--- config.mk ---
export PLATFORM = sky130hd
export DESIGN_NAME = graph_traversal_engine_flat
export DESIGN_NICKNAME = d
export VERILOG_FILES = /design/src/rtl/gte_pkg.sv /design/src/rtl/gte_if.sv /design/src/rtl/gte_ram.sv /design/src/rtl/gte_result_buf.sv /design/src/rtl/graph_traversal_engine.sv /design/src/flat_wrapper.sv
export VERILOG_INCLUDE_DIRS = /design/src /design/src/rtl
export SDC_FILE = /design/constraint.sdc
export NUM_CORES = 2
export LEC_CHECK = 0
export BUFFER_PORTS_ARGS = -buffer_cell sky130_fd_sc_hd__buf_2
export CAP_MARGIN = 20
export CORE_ASPECT_RATIO = 0.5
export CORE_MARGIN = 3
export CORE_UTILIZATION = 50
export DETAILED_ROUTE_END_ITERATION = 10
export GPL_ROUTABILITY_DRIVEN = 0
export PLACE_DENSITY_LB_ADDON = 0.3
export SYNTH_ARGS = -nofsm -noshare
export SYNTH_HDL_FRONTEND = slang
export SYNTH_SLANG_ARGS = --single-unit
--- constraint.sdc ---
create_clock -name clk -period 4.4 [get_ports clk]
set_clock_uncertainty 0.1 [all_clocks]
set_input_delay 0.22 -clock clk [delete_from_list [all_inputs] [get_ports clk]]
set_output_delay 0.22 -clock clk [all_outputs]
set_load 0.005 [all_outputs]
--- src/rtl/graph_traversal_engine_macros.svh ---
// Assertion macros for the graph traversal engine.
// Used by the top level; expects signals named clk and arst_n in scope.
`ifndef GRAPH_TRAVERSAL_ENGINE_MACROS_SVH
`define GRAPH_TRAVERSAL_ENGINE_MACROS_SVH

// Same-cycle implication, checked outside reset.
`define GTE_ASSERT_IMP(lbl, ante, cons, msg) \
	lbl: assert property (@(posedge clk) disable iff (!arst_n) (ante) |-> (cons)) \
		else $error(msg);

// Next-cycle implication, checked outside reset.
`define GTE_ASSERT_NXT(lbl, ante, cons, msg) \
	lbl: assert property (@(posedge clk) disable iff (!arst_n) (ante) |=> (cons)) \
		else $error(msg);

`endif

--- src/rtl/gte_pkg.sv ---
// Shared types and codes of the graph traversal engine.
// No dependencies; imported by the result buffer and the top level.
package gte_pkg;

	localparam logic       KIND_EDGE   = 1'b0;
	localparam logic       KIND_START  = 1'b1;
	localparam logic [1:0] MODE_DFS    = 2'd0;
	localparam logic [1:0] MODE_BFS    = 2'd1;
	localparam logic [1:0] MODE_CYCLE  = 2'd2;
	localparam logic [1:0] MODE_NONE   = 2'd3;
	localparam int         MAX_RESULTS = 32;

	typedef enum logic [3:0] {
		S_IDLE,
		S_E_RD,
		S_E_WR,
		S_E_LNK,
		S_R_SCAN,
		S_D_EDGE,
		S_D_POP,
		S_D_TGT,
		S_D_HEAD,
		S_B_DEQ,
		S_B_DQW,
		S_B_HEAD,
		S_B_EDGE,
		S_B_TGT,
		S_FLUSH
	} state_t;

	typedef struct packed {
		logic [4:0] vertex;
		logic       cycle_found;
		logic       empty_graph;
		logic       edge_dropped;
		logic       last;
	} res_t;

	typedef struct packed {
		logic push;
		logic fin;
		res_t data;
	} buf_ctrl_t;

	typedef struct packed {
		logic can_push;
		logic fin_ok;
		logic pend_vld;
	} buf_stat_t;

endpackage

--- src/rtl/gte_if.sv ---
// Handshake channels of the graph traversal engine: input items and results.
// No dependencies.
interface gte_item_if;
	logic       valid;
	logic       ready;
	logic       kind;
	logic [4:0] from_vertex;
	logic [4:0] to_vertex;
	logic       both_ways;

	modport source (output valid, kind, from_vertex, to_vertex, both_ways, input ready);
	modport sink (input valid, kind, from_vertex, to_vertex, both_ways, output ready);
endinterface

interface gte_result_if;
	logic       valid;
	logic       ready;
	logic [4:0] vertex;
	logic       cycle_found;
	logic       empty_graph;
	logic       edge_dropped;
	logic       last;

	modport source (output valid, vertex, cycle_found, empty_graph, edge_dropped, last,
		input ready);
	modport sink (input valid, vertex, cycle_found, empty_graph, edge_dropped, last,
		output ready);
endinterface

--- src/rtl/gte_ram.sv ---
// Generic single-write, single-read RAM with registered read data.
// No dependencies.
module gte_ram #(
	parameter int W = 8,
	parameter int D = 32
) (
	input  logic                 clk,
	input  logic                 we,
	input  logic [$clog2(D)-1:0] waddr,
	input  logic [W-1:0]         wdata,
	input  logic [$clog2(D)-1:0] raddr,
	output logic [W-1:0]         rdata
);

	logic [W-1:0] mem_q [D];
	logic [W-1:0] rdata_q;

	always_ff @(posedge clk) begin
		if (we) begin
			mem_q[waddr] <= wdata;
		end
		rdata_q <= mem_q[raddr];
	end

	assign rdata = rdata_q;

endmodule

--- src/rtl/gte_result_buf.sv ---
// Result buffer: one pending result plus the output register.
// The pending slot lets the final result of an item be marked last.
// Depends on gte_pkg and gte_result_if.
module gte_result_buf
	import gte_pkg::*;
(
	input  logic      clk,
	input  logic      arst_n,
	input  buf_ctrl_t ctrl,
	output buf_stat_t stat,
	gte_result_if.source result
);

	logic pend_vld_q;
	logic out_vld_q;
	res_t pend_q;
	res_t out_q;
	logic out_free;

	assign out_free      = !out_vld_q || result.ready;
	assign stat.can_push = !pend_vld_q || out_free;
	assign stat.fin_ok   = pend_vld_q && out_free;
	assign stat.pend_vld = pend_vld_q;

	always_ff @(posedge clk or negedge arst_n) begin
		if (!arst_n) begin
			pend_vld_q <= 1'b0;
			out_vld_q  <= 1'b0;
		end else if (ctrl.push && stat.can_push) begin
			pend_vld_q <= 1'b1;
			if (pend_vld_q) begin
				out_vld_q <= 1'b1;
			end else if (result.ready) begin
				out_vld_q <= 1'b0;
			end
		end else if (ctrl.fin && stat.fin_ok) begin
			pend_vld_q <= 1'b0;
			out_vld_q  <= 1'b1;
		end else if (result.ready) begin
			out_vld_q <= 1'b0;
		end
	end

	always_ff @(posedge clk) begin
		if (ctrl.push && stat.can_push) begin
			pend_q <= ctrl.data;
			if (pend_vld_q) begin
				out_q <= {pend_q.vertex, pend_q.cycle_found, pend_q.empty_graph,
					pend_q.edge_dropped, 1'b0};
			end
		end else if (ctrl.fin && stat.fin_ok) begin
			out_q <= {pend_q.vertex, pend_q.cycle_found, pend_q.empty_graph,
				pend_q.edge_dropped, 1'b1};
		end
	end

	assign result.valid        = out_vld_q;
	assign result.vertex       = out_q.vertex;
	assign result.cycle_found  = out_q.cycle_found;
	assign result.empty_graph  = out_q.empty_graph;
	assign result.edge_dropped = out_q.edge_dropped;
	assign result.last         = out_q.last;

endmodule

--- src/rtl/graph_traversal_engine.sv ---
// Graph traversal engine: adjacency-list store with depth-first and
// breadth-first walks and an undirected cycle check.
// Depends on gte_pkg, gte_if, gte_ram, gte_result_buf and the macro header.
//
// Usage: items arrive on the item channel. An edge item (kind 0) appends
// to_vertex to the list of from_vertex, and the reverse edge too when
// both_ways is set; it gives one result whose edge_dropped flag tells
// whether some half did not fit. A start item (kind 1) runs the walk that
// walk_mode selects: the walks give one result per visited vertex (at most
// 32), the cycle check one result with cycle_found. The final result of each
// item carries last. walk_mode is written through cfg_we and cfg_wdata.
// Flow: one item at a time; item.ready is high only while idle. An edge
// item reads, writes and links each stored half in turn, then hands over
// its result. A walk scans the roots and visits vertices in depth-first or
// breadth-first order, following each stored edge, since each step waits on
// one registered read of the list, stack and queue memories. A result leaves
// through a pending slot and an output register; when the receiver stalls
// the walk holds at its next visit. Reset clears the store (present and
// head-valid bits, edge count) at once; no clearing pass is needed.
`include "graph_traversal_engine_macros.svh"

module graph_traversal_engine
	import gte_pkg::*;
#(
	parameter int MAX_VERTICES = 32,
	parameter int MAX_EDGES    = 64
) (
	input  logic       clk,
	input  logic       arst_n,
	input  logic       cfg_we,
	input  logic [1:0] cfg_wdata,
	gte_item_if.sink     item,
	gte_result_if.source result
);

	localparam int VIW = $clog2(MAX_VERTICES);
	localparam int VCW = $clog2(MAX_VERTICES + 1);
	localparam int EIW = $clog2(MAX_EDGES);
	localparam int ECW = $clog2(MAX_EDGES + 1);
	localparam int FW  = 2 * VIW + ECW;
	localparam int NOW = $clog2(MAX_RESULTS + 1);
	localparam logic [ECW-1:0] END_MARK = ECW'(MAX_EDGES);

	state_t state_q, state_d;
	logic [1:0] walk_mode_q;

	logic [MAX_VERTICES-1:0] present_q, present_d;
	logic [MAX_VERTICES-1:0] visited_q, visited_d;
	logic [MAX_VERTICES-1:0] head_vld_q, head_vld_d;
	logic [ECW-1:0] ecnt_q, ecnt_d;
	logic [VCW-1:0] r_q, r_d;
	logic [VCW-1:0] sp_q, sp_d;
	logic [VCW-1:0] qh_q, qh_d;
	logic [VCW-1:0] qn_q, qn_d;
	logic [NOW-1:0] nout_q, nout_d;
	logic pass_q, pass_d;
	logic drop_q, drop_d;
	logic lnk_q, lnk_d;

	logic [VIW-1:0] cu_q, cu_d, cv_q, cv_d;
	logic both_q, both_d;
	logic [EIW-1:0] tlast_q, tlast_d, eold_q, eold_d;
	logic [VIW-1:0] tv_q, tv_d, tp_q, tp_d;
	logic [ECW-1:0] te_q, te_d;

	logic           head_we, tail_we, tgt_we, nxt_we, stk_we, que_we;
	logic [VIW-1:0] head_waddr, head_raddr, tail_waddr, que_waddr;
	logic [ECW-1:0] head_wdata, head_rdata, nxt_wdata, nxt_rdata;
	logic [EIW-1:0] tail_wdata, tail_rdata, tgt_waddr, nxt_waddr;
	logic [VIW-1:0] tgt_wdata, tgt_rdata, que_wdata, que_rdata;
	logic [VIW-1:0] stk_waddr, stk_raddr;
	logic [FW-1:0]  stk_wdata, stk_rdata;

	buf_ctrl_t bctl;
	buf_stat_t bst;

	logic [VIW+4:0] from_x, to_x, t_x, r_x;
	logic           ids_ok, emit_ok, stall;
	logic [VIW-1:0] rv, t;
	logic [VCW-1:0] sp_m1, sp_m2;
	logic [ECW-1:0] head_te;

	assign from_x  = {{VIW{1'b0}}, item.from_vertex};
	assign to_x    = {{VIW{1'b0}}, item.to_vertex};
	assign ids_ok  = (from_x < (VIW + 5)'(MAX_VERTICES)) && (to_x < (VIW + 5)'(MAX_VERTICES));
	assign rv      = r_q[VIW-1:0];
	assign t       = tgt_rdata;
	assign t_x     = {5'd0, t};
	assign r_x     = {5'd0, rv};
	assign sp_m1   = sp_q - VCW'(1);
	assign sp_m2   = sp_q - VCW'(2);
	assign head_te = head_vld_q[tv_q] ? head_rdata : END_MARK;
	assign emit_ok = ((walk_mode_q == MODE_DFS) || (walk_mode_q == MODE_BFS)) &&
		(nout_q < NOW'(MAX_RESULTS));
	assign stall   = emit_ok && !bst.can_push;

	assign item.ready = (state_q == S_IDLE);

	// Read addresses follow the registers that the sequencer holds, so a
	// held state re-reads the same entries.
	assign tail_waddr = cu_q;
	assign stk_raddr  = sp_m2[VIW-1:0];
	assign stk_waddr  = sp_m1[VIW-1:0];
	assign stk_wdata  = {tv_q, nxt_rdata, tp_q};

	always_comb begin
		unique case (state_q)
			S_R_SCAN: head_raddr = rv;
			S_D_TGT:  head_raddr = t;
			S_B_DQW:  head_raddr = que_rdata;
			default:  head_raddr = cu_q;
		endcase
	end

	always_ff @(posedge clk or negedge arst_n) begin
		if (!arst_n) begin
			walk_mode_q <= MODE_DFS;
		end else if (cfg_we) begin
			walk_mode_q <= cfg_wdata;
		end
	end

	always_ff @(posedge clk or negedge arst_n) begin
		if (!arst_n) begin
			state_q    <= S_IDLE;
			present_q  <= '0;
			visited_q  <= '0;
			head_vld_q <= '0;
			ecnt_q     <= '0;
			r_q        <= '0;
			sp_q       <= '0;
			qh_q       <= '0;
			qn_q       <= '0;
			nout_q     <= '0;
			pass_q     <= 1'b0;
			drop_q     <= 1'b0;
			lnk_q      <= 1'b0;
		end else begin
			state_q    <= state_d;
			present_q  <= present_d;
			visited_q  <= visited_d;
			head_vld_q <= head_vld_d;
			ecnt_q     <= ecnt_d;
			r_q        <= r_d;
			sp_q       <= sp_d;
			qh_q       <= qh_d;
			qn_q       <= qn_d;
			nout_q     <= nout_d;
			pass_q     <= pass_d;
			drop_q     <= drop_d;
			lnk_q      <= lnk_d;
		end
	end

	always_ff @(posedge clk) begin
		cu_q    <= cu_d;
		cv_q    <= cv_d;
		both_q  <= both_d;
		tlast_q <= tlast_d;
		eold_q  <= eold_d;
		tv_q    <= tv_d;
		tp_q    <= tp_d;
		te_q    <= te_d;
	end

	always_comb begin
		state_d    = state_q;
		present_d  = present_q;
		visited_d  = visited_q;
		head_vld_d = head_vld_q;
		ecnt_d     = ecnt_q;
		r_d        = r_q;
		sp_d       = sp_q;
		qh_d       = qh_q;
		qn_d       = qn_q;
		nout_d     = nout_q;
		pass_d     = pass_q;
		drop_d     = drop_q;
		lnk_d      = lnk_q;
		cu_d       = cu_q;
		cv_d       = cv_q;
		both_d     = both_q;
		tlast_d    = tlast_q;
		eold_d     = eold_q;
		tv_d       = tv_q;
		tp_d       = tp_q;
		te_d       = te_q;

		head_we    = 1'b0;
		head_waddr = cu_q;
		head_wdata = ecnt_q;
		tail_we    = 1'b0;
		tail_wdata = ecnt_q[EIW-1:0];
		tgt_we     = 1'b0;
		tgt_waddr  = ecnt_q[EIW-1:0];
		tgt_wdata  = cv_q;
		nxt_we     = 1'b0;
		nxt_waddr  = ecnt_q[EIW-1:0];
		nxt_wdata  = END_MARK;
		stk_we     = 1'b0;
		que_we     = 1'b0;
		que_waddr  = qn_q[VIW-1:0];
		que_wdata  = t;

		bctl       = '0;

		unique case (state_q)
			S_IDLE: begin
				if (item.valid) begin
					if (item.kind == KIND_EDGE) begin
						if (!ids_ok) begin
							bctl.push              = 1'b1;
							bctl.data.edge_dropped = 1'b1;
							state_d                = S_FLUSH;
						end else begin
							present_d[from_x[VIW-1:0]] = 1'b1;
							present_d[to_x[VIW-1:0]]   = 1'b1;
							cu_d    = from_x[VIW-1:0];
							cv_d    = to_x[VIW-1:0];
							both_d  = item.both_ways;
							pass_d  = 1'b0;
							drop_d  = 1'b0;
							state_d = S_E_RD;
						end
					end else begin
						visited_d = '0;
						nout_d    = '0;
						if (walk_mode_q == MODE_NONE) begin
							bctl.push = 1'b1;
							state_d   = S_FLUSH;
						end else if (present_q == '0) begin
							bctl.push             = 1'b1;
							bctl.data.empty_graph = 1'b1;
							state_d               = S_FLUSH;
						end else begin
							r_d     = '0;
							state_d = S_R_SCAN;
						end
					end
				end
			end

			S_E_RD: begin
				state_d = S_E_WR;
			end

			S_E_WR: begin
				if (ecnt_q < END_MARK) begin
					tgt_we  = 1'b1;
					nxt_we  = 1'b1;
					tail_we = 1'b1;
					if (!head_vld_q[cu_q]) begin
						head_we          = 1'b1;
						head_vld_d[cu_q] = 1'b1;
						lnk_d            = 1'b0;
					end else begin
						lnk_d = 1'b1;
					end
					tlast_d = tail_rdata;
					eold_d  = ecnt_q[EIW-1:0];
					ecnt_d  = ecnt_q + ECW'(1);
				end else begin
					drop_d = 1'b1;
					lnk_d  = 1'b0;
				end
				state_d = S_E_LNK;
			end

			S_E_LNK: begin
				nxt_waddr = tlast_q;
				nxt_wdata = ECW'(eold_q);
				nxt_we    = lnk_q;
				if (both_q && !pass_q) begin
					cu_d    = cv_q;
					cv_d    = cu_q;
					pass_d  = 1'b1;
					state_d = S_E_RD;
				end else begin
					bctl.push              = 1'b1;
					bctl.data.edge_dropped = drop_q;
					state_d                = S_FLUSH;
				end
			end

			S_R_SCAN: begin
				if (r_q == VCW'(MAX_VERTICES)) begin
					if (walk_mode_q == MODE_CYCLE) begin
						bctl.push = 1'b1;
					end
					state_d = S_FLUSH;
				end else if (present_q[rv] && !visited_q[rv]) begin
					if (!stall) begin
						visited_d[rv]    = 1'b1;
						bctl.push        = emit_ok;
						bctl.data.vertex = r_x[4:0];
						if (emit_ok) begin
							nout_d = nout_q + NOW'(1);
						end
						if (walk_mode_q == MODE_BFS) begin
							que_we    = 1'b1;
							que_waddr = '0;
							que_wdata = rv;
							qh_d      = '0;
							qn_d      = VCW'(1);
							state_d   = S_B_DEQ;
						end else begin
							tv_d    = rv;
							sp_d    = VCW'(1);
							state_d = S_D_HEAD;
						end
					end
				end else begin
					r_d = r_q + VCW'(1);
				end
			end

			S_D_HEAD: begin
				te_d    = head_te;
				state_d = S_D_EDGE;
			end

			S_D_EDGE: begin
				if (te_q == END_MARK) begin
					if (sp_q == VCW'(1)) begin
						r_d     = r_q + VCW'(1);
						state_d = S_R_SCAN;
					end else begin
						sp_d    = sp_m1;
						state_d = S_D_POP;
					end
				end else begin
					state_d = S_D_TGT;
				end
			end

			S_D_POP: begin
				tv_d    = stk_rdata[FW-1 -: VIW];
				te_d    = stk_rdata[VIW+ECW-1 -: ECW];
				tp_d    = stk_rdata[VIW-1:0];
				state_d = S_D_EDGE;
			end

			S_D_TGT: begin
				if (!visited_q[t]) begin
					if (!stall) begin
						visited_d[t]     = 1'b1;
						bctl.push        = emit_ok;
						bctl.data.vertex = t_x[4:0];
						if (emit_ok) begin
							nout_d = nout_q + NOW'(1);
						end
						// The current frame goes to the stack with its edge already
						// advanced; the new vertex becomes the register-held top.
						stk_we  = 1'b1;
						tp_d    = tv_q;
						tv_d    = t;
						sp_d    = sp_q + VCW'(1);
						state_d = S_D_HEAD;
					end
				end else if ((walk_mode_q == MODE_CYCLE) &&
						((sp_q < VCW'(2)) || (t != tp_q))) begin
					bctl.push             = 1'b1;
					bctl.data.cycle_found = 1'b1;
					state_d               = S_FLUSH;
				end else begin
					te_d    = nxt_rdata;
					state_d = S_D_EDGE;
				end
			end

			S_B_DEQ: begin
				if (qh_q == qn_q) begin
					r_d     = r_q + VCW'(1);
					state_d = S_R_SCAN;
				end else begin
					qh_d    = qh_q + VCW'(1);
					state_d = S_B_DQW;
				end
			end

			S_B_DQW: begin
				tv_d    = que_rdata;
				state_d = S_B_HEAD;
			end

			S_B_HEAD: begin
				te_d    = head_te;
				state_d = S_B_EDGE;
			end

			S_B_EDGE: begin
				state_d = (te_q == END_MARK) ? S_B_DEQ : S_B_TGT;
			end

			S_B_TGT: begin
				if (!visited_q[t]) begin
					if (!stall) begin
						visited_d[t]     = 1'b1;
						bctl.push        = emit_ok;
						bctl.data.vertex = t_x[4:0];
						if (emit_ok) begin
							nout_d = nout_q + NOW'(1);
						end
						que_we  = 1'b1;
						qn_d    = qn_q + VCW'(1);
						te_d    = nxt_rdata;
						state_d = S_B_EDGE;
					end
				end else begin
					te_d    = nxt_rdata;
					state_d = S_B_EDGE;
				end
			end

			S_FLUSH: begin
				bctl.fin = 1'b1;
				if (bst.fin_ok) begin
					state_d = S_IDLE;
				end
			end

			default: begin
				state_d = S_IDLE;
			end
		endcase
	end

	gte_ram #(.W(ECW), .D(MAX_VERTICES)) u_head_ram (
		.clk(clk), .we(head_we), .waddr(head_waddr), .wdata(head_wdata),
		.raddr(head_raddr), .rdata(head_rdata)
	);

	gte_ram #(.W(EIW), .D(MAX_VERTICES)) u_tail_ram (
		.clk(clk), .we(tail_we), .waddr(tail_waddr), .wdata(tail_wdata),
		.raddr(cu_q), .rdata(tail_rdata)
	);

	gte_ram #(.W(VIW), .D(MAX_EDGES)) u_tgt_ram (
		.clk(clk), .we(tgt_we), .waddr(tgt_waddr), .wdata(tgt_wdata),
		.raddr(te_q[EIW-1:0]), .rdata(tgt_rdata)
	);

	gte_ram #(.W(ECW), .D(MAX_EDGES)) u_nxt_ram (
		.clk(clk), .we(nxt_we), .waddr(nxt_waddr), .wdata(nxt_wdata),
		.raddr(te_q[EIW-1:0]), .rdata(nxt_rdata)
	);

	gte_ram #(.W(FW), .D(MAX_VERTICES)) u_stk_ram (
		.clk(clk), .we(stk_we), .waddr(stk_waddr), .wdata(stk_wdata),
		.raddr(stk_raddr), .rdata(stk_rdata)
	);

	gte_ram #(.W(VIW), .D(MAX_VERTICES)) u_que_ram (
		.clk(clk), .we(que_we), .waddr(que_waddr), .wdata(que_wdata),
		.raddr(qh_q[VIW-1:0]), .rdata(que_rdata)
	);

	gte_result_buf u_result_buf (
		.clk(clk),
		.arst_n(arst_n),
		.ctrl(bctl),
		.stat(bst),
		.result(result)
	);

	`GTE_ASSERT_IMP(a_sp_bound, 1'b1, sp_q <= VCW'(MAX_VERTICES), "stack depth overflow")
	`GTE_ASSERT_IMP(a_ecnt_bound, 1'b1, ecnt_q <= END_MARK, "edge count overflow")
	`GTE_ASSERT_IMP(a_queue_order, state_q == S_B_DEQ, qh_q <= qn_q, "queue head passed tail")
	`GTE_ASSERT_IMP(a_idle_empty, item.valid && item.ready, !bst.pend_vld,
		"item accepted while a result is pending")
	`GTE_ASSERT_NXT(a_flush_last, (state_q == S_FLUSH) && bst.fin_ok,
		result.valid && result.last, "final result not marked last")

endmodule
--- src/flat_wrapper.sv ---
// flat-port wrapper written by rule: the top's interface ports become plain ports
module graph_traversal_engine_flat import gte_pkg::*;
#(
	parameter int MAX_VERTICES = 32,
	parameter int MAX_EDGES    = 64
)
  (clk, arst_n, cfg_we, cfg_wdata, item_valid, item_kind, item_from_vertex, item_to_vertex, item_both_ways, item_ready, result_valid, result_vertex, result_cycle_found, result_empty_graph, result_edge_dropped, result_last, result_ready);
  gte_item_if item_i ();
  gte_result_if result_i ();
  input  logic clk;
  input  logic arst_n;
  input  logic cfg_we;
  input  logic [1:0] cfg_wdata;
  input wire logic [$bits(item_i.valid)-1:0] item_valid;
  input wire logic [$bits(item_i.kind)-1:0] item_kind;
  input wire logic [$bits(item_i.from_vertex)-1:0] item_from_vertex;
  input wire logic [$bits(item_i.to_vertex)-1:0] item_to_vertex;
  input wire logic [$bits(item_i.both_ways)-1:0] item_both_ways;
  output wire logic [$bits(item_i.ready)-1:0] item_ready;
  output wire logic [$bits(result_i.valid)-1:0] result_valid;
  output wire logic [$bits(result_i.vertex)-1:0] result_vertex;
  output wire logic [$bits(result_i.cycle_found)-1:0] result_cycle_found;
  output wire logic [$bits(result_i.empty_graph)-1:0] result_empty_graph;
  output wire logic [$bits(result_i.edge_dropped)-1:0] result_edge_dropped;
  output wire logic [$bits(result_i.last)-1:0] result_last;
  input wire logic [$bits(result_i.ready)-1:0] result_ready;
  assign item_i.valid = item_valid;
  assign item_i.kind = item_kind;
  assign item_i.from_vertex = item_from_vertex;
  assign item_i.to_vertex = item_to_vertex;
  assign item_i.both_ways = item_both_ways;
  assign item_ready = item_i.ready;
  assign result_valid = result_i.valid;
  assign result_vertex = result_i.vertex;
  assign result_cycle_found = result_i.cycle_found;
  assign result_empty_graph = result_i.empty_graph;
  assign result_edge_dropped = result_i.edge_dropped;
  assign result_last = result_i.last;
  assign result_i.ready = result_ready;
  graph_traversal_engine #(.MAX_VERTICES(MAX_VERTICES), .MAX_EDGES(MAX_EDGES)) u_core (.clk(clk), .arst_n(arst_n), .cfg_we(cfg_we), .cfg_wdata(cfg_wdata), .item(item_i), .result(result_i));
endmodule
==> results.yml <==
floorplan:
  ioPinCount: 30
  num_rows: 106
  start_util_pct: 50.9
  die_area_mm2: 0.177
  die_h_um: 299
  core_mm2: 0.169
  die-width_um: 592
logic_synthesis:
  synth_nets: 4664
  ys_ff_latch: 2136
  async_reset_ff_share_pct: 6.74
  synth_area_leaders: "edfxtp_1 (68%), mux4_2 (14%), dfrtp_1 (4.2%)"
  yosys.area.top_type: "edfxtp_1"
  synth-edff-count: 1945
  yosysTopAreaCellShare_pct: 68.0
  avgSynthCellArea_um2: 18.5
  synthFlopType: "edfxtp_1"
  yosysSeqAreaShare_pct: 73.3
  syn-cell-area_mm2: 0.0859
  ys_warn_count: 0
  synth_cell_types: 89
  netlist_instances: 4629
timing:
  slew_headroom_pct: 23.1
  post-route-min-period_ps: 4160
  fmax_mhz: 241
  fin_crit_sh_pct: 94.5
  finalSetupViolCount: 0
  rsz0062_at_grt: "false"
  drv_slew: 0
  worstMarginPinSlew_ps: 1150
  hold_violations: 0
  fin_setup_tns_ps: 0
power:
  power.leakage_nw: 30.7
  p_total_mw: 59.4
  peakVddDrop_mv: 0.516
  pwr_density_cell_mw_per_mm2: 622
worst_hold_path:
  worstHoldPathCells: 3
  hold_path_class: "input port to register"
routing:
  routed_wl_mm: 198
  firstDrtPassIters: 7
  vias: 44800
  via_per_inst: 6.23
  wire_per_inst_um: 27.6
  ant_nets: 0
  drc_errors: 0
  first_iter_violations: 5774
finish:
  drive_gt1_share_pct: 24.0
  stdcell_count: 7190
  postLayoutCellArea_mm2: 0.0955
  area_delta_synth_final_pct: 11.3
  nets: 4816
clock_tree:
  clockBufferDepth: 4
  tritoncts: "yes"
  cts-root-buf: "clkbuf_16"
  cts_setup_buffers: 0
  cts_sinks: 2136
  clk_pin_slew_worst_paths_ps: 70
  cts_made_buffers: 192
  clkLatencyLatePin_ps: 830
  htree_levels: 4
placement:
  place_area_mm2: 0.0894
  post-dp-hpwl_mm: 126
  numPortBuffers: 29
  placed_cells: 6830
critical_path:
  crit_path_max_fanout: 30
  required_ps: 4720
  reg2reg_setup_slack_ps: 240
  r2r_cells: 6
  startpoint_type: "register"
  end_kind: "register"
  crit_arrival_ps: 4480
  critical_path_class: "register to register"
grt:
  grt_pass1_wl_mm: 299
  track_usage_pct: 22.5
  grt_max_degree: 141
  antenna_found_initial: 20
  overflow: 0
  grt_pass1_vias: 45000
status:
  status: "finished clean"
run:
  maxCapViolCount: 0
worst paths after layout:
kind	start	to
worst min-delay path	cfg_we	u_core.walk_mode_q[0]
max in group asynchronous	arst_n	u_core.qh_q[0]
worst min register to register	u_core.u_tail_ram.rdata[2]	u_core.tlast_q[2]
min in group asynchronous	arst_n	u_core.present_q[28]
worst max register to register	u_core.state_q[1]	u_core.u_nxt_ram.mem_q[50][4]
worst max-delay path	u_core.state_q[1]	u_core.u_nxt_ram.mem_q[50][4]
state kept, by name, indices dropped and copies added (netlist names), 7 cells and up:
signal	count
u_core.u_stk_ram.rdata	17
u_core.u_tgt_ram.mem_q	320
u_core.u_head_ram.rdata	7
u_core.u_nxt_ram.rdata	7
u_core.visited_q	32
u_core.u_result_buf.pend_q	8
u_core.u_head_ram.mem_q	224
u_core.u_nxt_ram.mem_q	448
u_core.head_vld_q	32
u_core.te_q	7
u_core.u_que_ram.mem_q	160
u_core.present_q	32
u_core.ecnt_q	7
u_core.u_tail_ram.mem_q	192
u_core.u_stk_ram.mem_q	544
cell usage in the layout (no fill, tap or decap), types with 42 or more instances in the layout:
master / netlist / routed
mux2i_1: 68 / 68
nand2_1: 401 / 401
clkbuf_16: 0 / 195
dfxtp_1: 47 / 46
dfrtp_1: 144 / 134
a21oi_1: 71 / 71
mux4_2: 538 / 538
a22oi_1: 63 / 63
buf_4: 12 / 154
nand3_1: 151 / 151
nor2_1: 324 / 296
edfxtp_1: 1945 / 1945
or2_2: 42 / 42
worst max-delay path, cell delays in order (launching register included):
cell	delay, ps
dfrtp_1	680
nand2_1	240
nor3_4	410
inv_2	340
o32ai_1	710
nand2_1	590
nor2_1	700
per-layer routing:
layer	share of wire [%]	track usage, %
met3	8.9	4.75
met2	47	34.8
met1	42	33.3
met5	0.040	0
met4	2.1	4.95
Yosys cell counts, types with 23 or more instances:
master       n
a21o_1      33
dfrtp_1    144
buf_2       85
nand3b_1    23
nand2_1    401
o21ai_0     32
nor2_1     324
nand3_1    151
mux2i_1     68
a21oi_1     71
buf_1       37
a22oi_1     63
o21ai_2     26
mux4_2     538
inv_1       23
edfxtp_1  1945
o22ai_1     39
clkbuf_1   130
or2_2       42
dfxtp_1     47
and3_1      23
nand4_1     23
mux2_2      24
layout make-up:
type                            instances  area (um2)
Sequential cell                      2136       63000
Clock buffer                          241        5110
Clock inverter                         87         689
Fill cell                           12400       73300
Timing Repair Buffer                  229        2040
Multi-Input combinational cell       2198       21800
Antenna cell                            7        17.5
Inverter                               24        90.1
Tap cell                             2268        2840
power by group:
| group | switching (mW) | total [mW] | leakage, nW | internal, mW |
|---|---|---|---|---|
| registers | 1.22 | 25.3 | 19.6 | 24.1 |
| logic | 10.6 | 18.2 | 8.29 | 7.63 |
| clock network | 7.11 | 15.9 | 2.83 | 8.78 |
| total | 18.9 | 59.4 | 30.7 | 40.5 |
per-stage QoR:
| stage | setup WS [ps] | util (%) | hold WS (ps) |
|---|---|---|---|
| after global placement | 396 | 52.9 | 31.8 |
| final | 244 | 56.6 | 142 |
| after detailed placement | 291 | 53.0 | 39.7 |
| after CTS | 282 | 56.5 | 86.4 |
| after global routing | 69.0 | 56.6 | 114 |
| after floorplan | 35.8 | - | -176 |
cell families after synthesis:
group / after synthesis / synth area share (%)
buf+inv: 295 / 1.53
xor+xnor: 33 / 0.337
mux: 630 / 15.2
fa+ha+maj: 16 / 0.233
simple gates: 1135 / 6.08
flops: 2136 / 73.3
compound gates: 384 / 3.29
what timing repair did:
item	in CTS	in global routing
resized for setup	0	1
hold buffers	23	0
endpoints found under the hold margin	200	0
setup endpoints to repair	0	8
No activity file was read; power rests on OpenSTA's default activity.
